==> src/design/image_rotate_45_lookup_unit_assert.svh <==
// Assertion helpers shared by the rotate lookup design.
// All checks use clk and are held off while arst_n is low.
`ifndef IMAGE_ROTATE_45_LOOKUP_UNIT_ASSERT_SVH
`define IMAGE_ROTATE_45_LOOKUP_UNIT_ASSERT_SVH

// Same-cycle implication
`define IR45_ASSERT_IMP(name, ante, cons) \
	name: assert property (@(posedge clk) disable iff (!arst_n) (ante) |-> (cons)) \
		else $error("ir45 assertion failed");

// Implication after a fixed number of cycles
`define IR45_ASSERT_DLY(name, ante, n, cons) \
	name: assert property (@(posedge clk) disable iff (!arst_n) (ante) |-> ##n (cons)) \
		else $error("ir45 assertion failed");

`endif

==> src/design/ir45_pkg.sv <==
package ir45_pkg;

	// field widths
	localparam int DIM_W   = 7;
	localparam int SIZE_W  = 8;
	localparam int TOTAL_W = 2 * DIM_W;
	localparam int PIX_W   = 24;
	localparam int ACC_W   = 28;

	// cos45 in Q0.16
	localparam logic [16:0] COS45_Q16 = 17'd46341;

	// configuration register indexes
	localparam logic [1:0] REG_SRC_WIDTH  = 2'd0;
	localparam logic [1:0] REG_SRC_HEIGHT = 2'd1;

	// request codes
	localparam logic REQ_LOAD  = 1'b0;
	localparam logic REQ_QUERY = 1'b1;

	// mapped source location handed from the mapper to the store
	typedef struct packed {
		logic             valid;
		logic             hit;
		logic             invalid;
		logic [DIM_W-1:0] scol;
		logic [DIM_W-1:0] srow;
	} map_res_t;

	// clamp a dimension register to 1..max_dim
	function automatic logic [DIM_W-1:0] eff_dim(input logic [DIM_W-1:0] v,
			input int unsigned max_dim);
		logic [DIM_W-1:0] r;
		r = v;
		if (v == '0) begin
			r = DIM_W'(1);
		end else if (32'(v) > max_dim) begin
			r = DIM_W'(max_dim);
		end
		return r;
	endfunction

	// rotated bounding box size: ceil((w + h) * cos45)
	function automatic logic [SIZE_W-1:0] rot_size(input logic [DIM_W-1:0] w,
			input logic [DIM_W-1:0] h);
		logic [DIM_W:0] s;
		logic [25:0]    prod;
		s = {1'b0, w} + {1'b0, h};
		prod = 26'(s) * 26'(COS45_Q16) + 26'd65535;
		return prod[16 +: SIZE_W];
	endfunction

endpackage

==> src/design/ir45_map.sv <==
// Inverse mapping of a rotated-image position back into the source image.
// Three register stages: query in, scaled coordinates, source location.
module ir45_map (
	input  logic                          clk,
	input  logic                          arst_n,
	input  logic                          query,
	input  logic [ir45_pkg::DIM_W-1:0]    out_col,
	input  logic [ir45_pkg::DIM_W-1:0]    out_row,
	input  logic [ir45_pkg::DIM_W-1:0]    dim_w,
	input  logic [ir45_pkg::DIM_W-1:0]    dim_h,
	input  logic [ir45_pkg::SIZE_W-1:0]   size,
	output ir45_pkg::map_res_t            res_s3
);

	localparam logic signed [ir45_pkg::ACC_W-1:0] COS_S =
		ir45_pkg::ACC_W'(ir45_pkg::COS45_Q16);

	logic                        v_s1;
	logic [ir45_pkg::DIM_W-1:0]  col_s1;
	logic [ir45_pkg::DIM_W-1:0]  row_s1;

	logic                                v_s2;
	logic                                inv_s2;
	logic signed [ir45_pkg::ACC_W-1:0]   a_s2;
	logic signed [ir45_pkg::ACC_W-1:0]   b_s2;

	logic                                v_s3;
	logic                                hit_s3;
	logic                                inv_s3;
	logic [ir45_pkg::DIM_W-1:0]          scol_s3;
	logic [ir45_pkg::DIM_W-1:0]          srow_s3;

	logic                                inv_c;
	logic signed [8:0]                   p_c;
	logic signed [9:0]                   q_c;
	logic signed [ir45_pkg::ACC_W-1:0]   p_x;
	logic signed [ir45_pkg::ACC_W-1:0]   q_x;
	logic signed [ir45_pkg::ACC_W-1:0]   a_c;
	logic signed [ir45_pkg::ACC_W-1:0]   b_c;
	logic signed [ir45_pkg::ACC_W-1:0]   w_half;
	logic signed [ir45_pkg::ACC_W-1:0]   h_half;
	logic signed [ir45_pkg::ACC_W-1:0]   w_lim;
	logic signed [ir45_pkg::ACC_W-1:0]   h_lim;
	logic                                in_c;
	logic [ir45_pkg::DIM_W-1:0]          sbot_c;

	// stage 1: capture the query position
	always_ff @(posedge clk or negedge arst_n) begin
		if (!arst_n) begin
			v_s1 <= 1'b0;
		end else begin
			v_s1 <= query;
		end
	end

	always_ff @(posedge clk) begin
		if (query) begin
			col_s1 <= out_col;
			row_s1 <= out_row;
		end
	end

	// Halved Q.17 source coordinates, kept in Q.16:
	//   a = cos45 * (col - row - 1) + w/2,  b = cos45 * (W - 1 - row - col) + h/2
	assign inv_c = ({1'b0, col_s1} >= size) || ({1'b0, row_s1} >= size);
	assign p_c = $signed({2'b0, col_s1}) - $signed({2'b0, row_s1}) - 9'sd1;
	assign q_c = $signed({2'b0, size}) - $signed({3'b0, row_s1}) -
		$signed({3'b0, col_s1}) - 10'sd1;
	assign p_x = ir45_pkg::ACC_W'(p_c);
	assign q_x = ir45_pkg::ACC_W'(q_c);
	assign w_half = $signed({6'b0, dim_w, 15'b0});
	assign h_half = $signed({6'b0, dim_h, 15'b0});
	assign a_c = p_x * COS_S + w_half;
	assign b_c = q_x * COS_S + h_half;

	// stage 2: scaled coordinates
	always_ff @(posedge clk or negedge arst_n) begin
		if (!arst_n) begin
			v_s2 <= 1'b0;
		end else begin
			v_s2 <= v_s1;
		end
	end

	always_ff @(posedge clk) begin
		if (v_s1) begin
			inv_s2 <= inv_c;
			a_s2   <= a_c;
			b_s2   <= b_c;
		end
	end

	// bounds check and truncation to a source pixel
	assign w_lim  = $signed({5'b0, dim_w, 16'b0});
	assign h_lim  = $signed({5'b0, dim_h, 16'b0});
	assign in_c   = !inv_s2 && (a_s2 >= 0) && (a_s2 < w_lim) &&
		(b_s2 >= 0) && (b_s2 < h_lim);
	assign sbot_c = b_s2[16 +: ir45_pkg::DIM_W];

	// stage 3: source location
	always_ff @(posedge clk or negedge arst_n) begin
		if (!arst_n) begin
			v_s3 <= 1'b0;
		end else begin
			v_s3 <= v_s2;
		end
	end

	always_ff @(posedge clk) begin
		if (v_s2) begin
			hit_s3  <= in_c;
			inv_s3  <= inv_s2;
			scol_s3 <= a_s2[16 +: ir45_pkg::DIM_W];
			srow_s3 <= dim_h - ir45_pkg::DIM_W'(1) - sbot_c;
		end
	end

	assign res_s3 = {v_s3, hit_s3, inv_s3, scol_s3, srow_s3};

endmodule

==> config.mk <==
export PLATFORM = sky130hd
export DESIGN_NAME = ir45_map
export DESIGN_NICKNAME = d
export VERILOG_FILES = /design/src/design/image_rotate_45_lookup_unit_assert.svh /design/src/design/ir45_pkg.sv /design/src/design/ir45_map.sv
export SDC_FILE = /design/constraint.sdc
export NUM_CORES = 1
export LEC_CHECK = 0
export BUFFER_PORTS_ARGS = -buffer_cell sky130_fd_sc_hd__buf_2
export CAP_MARGIN = 10
export CORE_MARGIN = 4
export CORE_UTILIZATION = 50
export DETAILED_ROUTE_END_ITERATION = 8
export MAX_ROUTING_LAYER = met4
export PLACE_DENSITY = 0.68
export SLEW_MARGIN = 20
export SYNTH_ARGS = -nofsm -noshare
export SYNTH_HDL_FRONTEND = slang
export SYNTH_SLANG_ARGS = --single-unit
==> constraint.sdc <==
create_clock -name clk -period 8.2 [get_ports clk]
set_input_delay 1.64 -clock clk [delete_from_list [all_inputs] [get_ports clk]]
set_output_delay 1.64 -clock clk [all_outputs]
set_load 0.01 [all_outputs]
; Word level (Yosys, flattened, before mapping)
; Cells that the tools add are included.
[totals]
mem_bits_ro = 0
wordCells = 35
latchBits = 0
output_inout_bits = 17
mem_count = 0
regBits = 89
ram_bits = 0
[op_classes]
multipliers = 2
n_div = 0
eq_ne = 0
n_reduce_logical = 6
shift = 0
magnitude_cmp = 6
bitwise = 0
mux = 0
add_sub_neg = 9
[ops]
columns = cell, count
row1 = $add 27x23->28, 1
row2 = $ge 28x1->1 const B, 1
row3 = $lt 28x24->1, 1
row4 = $add 26x23->27, 1
row5 = $ge 27x1->1 const B, 1
row6 = $lt 27x24->1, 1
row7 = $mul 10x17->27 const B, 1
row8 = $mul 9x17->26 const B, 1
row9 = $ge 7x8->1, 2
row10 = $sub 10x2->10 const B, 1
row11 = $sub 9x8->10, 1
row12 = $sub 8x2->9 const B, 1
row13 = $sub 8x7->9, 1
row14 = $sub 7x7->8, 1
row15 = $sub 7x1->7 const B, 1
row16 = $sub 7x7->7, 1
row17 = $logic_and 1x1->1, 4
row18 = $logic_not 1->1, 1
row19 = $logic_or 1x1->1, 1

; Depth between registers and ports, before layout
[depth]
word_depth = 5
mapped_depth = 31
depth_no_buf = 31

; Least setup slack after synthesis
; No wires, ideal clock.
[synth_path]
path_kind = input-to-reg
from = input port size[0] (netlist name)
to = register b_s2[24] (netlist name), data pin
required_ns = 7.941
stages = 31
slack_ns = -0.026
t_arrival_ns = 7.967
path_buffers = 0
cell_sequence = inv_1 ha_1 fa_1 nor2b_1 o21ai_0 nand2b_1 a21o_1 a21oi_1 xnor2_1 ha_1 nand2_1 o21ai_0 nand2_1 a21boi_4 inv_1 ha_1 xor2_1 ha_1 a21o_1 fa_1 inv_1 fa_1 fa_1 inv_1 ha_1 a2111oi_0 o21a_1 o21ai_0 a31oi_1 nor3b_1 a211o_1
[synth_via]
elab_chain_cells = 5
[synth_rtl]
columns = element, line
row1 = from (decl), ir45_map.sv:11  ; input logic [ir45_pkg::SIZE_W-1:0] size,
row2 = $sub 8x7->9, ir45_map.sv:67  ; assign q_c = $signed({2'b0, size}) - $signed({3'b0, row_s1}) -
row3 = $sub 9x8->10, ir45_map.sv:67
row4 = $sub 10x2->10, ir45_map.sv:68  ; $signed({3'b0, col_s1}) - 10'sd1;
row5 = $mul 10x17->27, ir45_map.sv:74  ; assign b_c = q_x * COS_S + h_half;
row6 = $add 27x23->28, ir45_map.sv:74
row7 = "net b_c, one bit", ir45_map.sv:39  ; logic signed [ir45_pkg::ACC_W-1:0] b_c;
row8 = to (signal assigned), ir45_map.sv:89  ; b_s2 <= b_c;
row9 = to (decl), ir45_map.sv:25  ; logic signed [ir45_pkg::ACC_W-1:0] b_s2;
; The timed path passes the listed nets, and every way through them passes these cells.
; A chain may end at the register's enable or synchronous reset.

; Worst setup path after layout
; Ends and elaborated chain as after synthesis.

==> results.yml <==
min_path:
  hold_class: "register to register"
global_routing:
  met1_usage_pct: 25.69
  grt-busiest-layer: "met2"
  antenna_found_initial: 0
  use_met3_pct: 2.972
  grt_pass1_wl_mm: 25.92
  grt_start_max_net_pins: 26
  grt_pass1_vias: 5524
  grt_use_met2_pct: 28.43
  grt_usage_pct: 18.21
  overflow: 0
setup_path:
  r2r-end: "a_s2[23]"
  endpoint: "b_s2[24]"
  crit_type: "input pin to register"
  crit_start: "size[0]"
  r2r_cells: 25
  crit_fanout: 4
  critPathRequiredTime_ns: 8.27
  crit_slowest_cell: "fa_1"
  crit_arrival_ns: 7.94
  ff2ff_setup_slack_ns: 1.04
  rr_startpoint: "col_s1[0]"
  cp-end-kind: "register"
  critPathLaunchType: "input pin"
  critPathMaxStageDelay_ns: 0.54
route:
  drt_iter0_drc: 185
  drc: 0
  firstDrtPassIters: 4
  postRouteAntennaNets: 0
  wirelength_mm: 15.14
  wl_per_cell_um: 13.60
  vias_per_cell: 4.977
  route.vias.total: 5539
clock_network:
  clock-sinks: 57
  cts_root_buf: "clkbuf_16"
  tritoncts: "yes"
  cts.htree.levels: 3
  cts_setup_buffers: 0
  ctsHoldBuffers: 0
  insertion_delay_ns: 0.32
  ctsResizeCount: 0
  clk_path_buf_depth: 2
  path_clk_slew_ns: 0.05
  numCtsBuffers: 9
logic_synthesis:
  synthDistinctLibCells: 58
  async_reset_ff_share_pct: 5.263
  synth_area_per_cell_um2: 10.07
  syn_area_mm2: 0.008098
  synth_fp_nets: 1095
  synth_edf_count: 54
  yosysWarnings: 0
  synth_ff_type: "edfxtp_1"
  ys_ff_latch: 57
  synthCells: 804
  ys_seq_area_share_pct: 20.95
timing:
  fin_crit_ns: 7.873
  maxSlewViolCount: 0
  rsz0062_at_grt: "no"
  hold_violations: 0
  whs_ns: 0.4477
  fin_crit_sh_pct: 96.01
  setup_viol: 0
  fmax_ghz: 0.1270
  max_slew.worst_pin.slew_ns: 0.9880
  fin_worst_skew_ns: 0.004991
  max_slew_margin_pct: 34.13
cells_and_area:
  drive_above_1_share_pct: 13.04
  antennaDiodeCount: 0
  fillers: 1403
  nets: 1184
  mostFrequentLayoutCells: "inv_1 (183), ha_1 (180), fa_1 (71), buf_2 (55), edfxtp_1 (54)"
  syn2layout_area_growth_pct: 13.37
  layout.cells.most_common: "inv_1"
floorplan:
  core-area_mm2: 0.01589
  die_w_um: 135.3
  num_io_pins: 56
  design.die.area_mm2: 0.01830
  die_h_um: 135.3
  initial_core_util_pct: 50.98
  row_count: 46
placement:
  dpl.hpwl_mm: 13.35
  gp_congestion: 0.9091
  port_buffers: 55
status:
  outcome: "finished clean"
job:
  max-cap-violations: 0
==> critical path, delay by kind of cell <==
kind                       cells  cell delay [ns]
adders and majority gates      9             3.40
AOI/OAI and AO/OA             11             1.76
and+or+nand+nor                4             0.50
buffers and inverters          7             0.45
xor gates and xnor gates       1             0.20
==> cells in the mapped netlist, types with 6 or more instances <==
master,instances,share of area (%)
o21a_1,8,0.74
xnor2_1,29,3.1
nor4_1,6,0.46
nand2_1,30,1.4
and2_1,6,0.46
fa_1,71,18
o21ai_0,18,1.1
nand3_1,7,0.43
xor2_1,17,1.8
nand2b_1,10,0.77
inv_1,184,8.5
nor2_1,29,1.3
nor2b_1,6,0.46
ha_1,181,28
nor3_1,14,0.87
a21oi_1,37,2.3
a21o_1,17,1.6
edfxtp_1,54,20
==> metrics by stage <==
step	TNS [ns]	worst slack (ns)	util, %	cells	area [um2]
after floorplan	0	0.01238	-	804	8110
after global placement	-0.003994	-0.003994	55.65	1098	8840
after detailed placement	-0.2527	-0.1267	55.65	1098	8840
after CTS	0	0.1905	57.59	1113	9149
after global routing	0	0.01586	57.79	1113	9180
final	0	0.3273	57.79	1113	9180
==> how the worst min path moves through the flow <==
stage / startpoint / cells after the start / end
after floorplan: a_s2[16] / 0 / scol_s3[0]
after global routing: a_s2[16] / 0 / scol_s3[0]
after global placement: a_s2[16] / 0 / scol_s3[0]
after CTS: inv_s2 / 0 / inv_s3
after detailed placement: inv_s2 / 0 / inv_s3
final: inv_s2 / 0 / inv_s3
==> layout make-up <==
type                            instances  area [um2]  area share (%)
Clock buffer                            9       225.2           2.453
Inverter                              184       690.7           7.524
Clock inverter                          6       83.83          0.9132
Timing Repair Buffer                   84       493.0           5.370
Sequential cell                        57        1697           18.48
Multi-Input combinational cell        557        5720           62.31
Tap cell                              216       270.3           2.944
==> sequential cells by signal (all words and copies together) (netlist names), 7 cells and up <==
register and cells:
scol_s3 7, b_s2 12, srow_s3 7, a_s2 11, col_s1 7, row_s1 7
==> logic make-up after synthesis <==
| kind of cell | after synthesis | share of synthesized area [%] |
|---|---|---|
| compound gates | 129 | 11.17 |
| xor+xnor | 47 | 5.176 |
| fa+ha+maj | 252 | 45.52 |
| buf+inv | 190 | 8.946 |
| flops | 57 | 20.95 |
| mux | 3 | 0.4326 |
| simple gates | 126 | 7.803 |
==> per-layer routing <==
layer  share of wire, %  vias to the layer above  routed length, um
li1                   -                     2887                  -
met1                 50                     2568               7588
met2                 46                       80               6994
met3                3.3                        4                493
met4               0.40                        0                 60
met5                  0                        -                  0
Power is not shown: default switching activity piles up to over one toggle a cycle in this logic, so the estimate is an artifact.
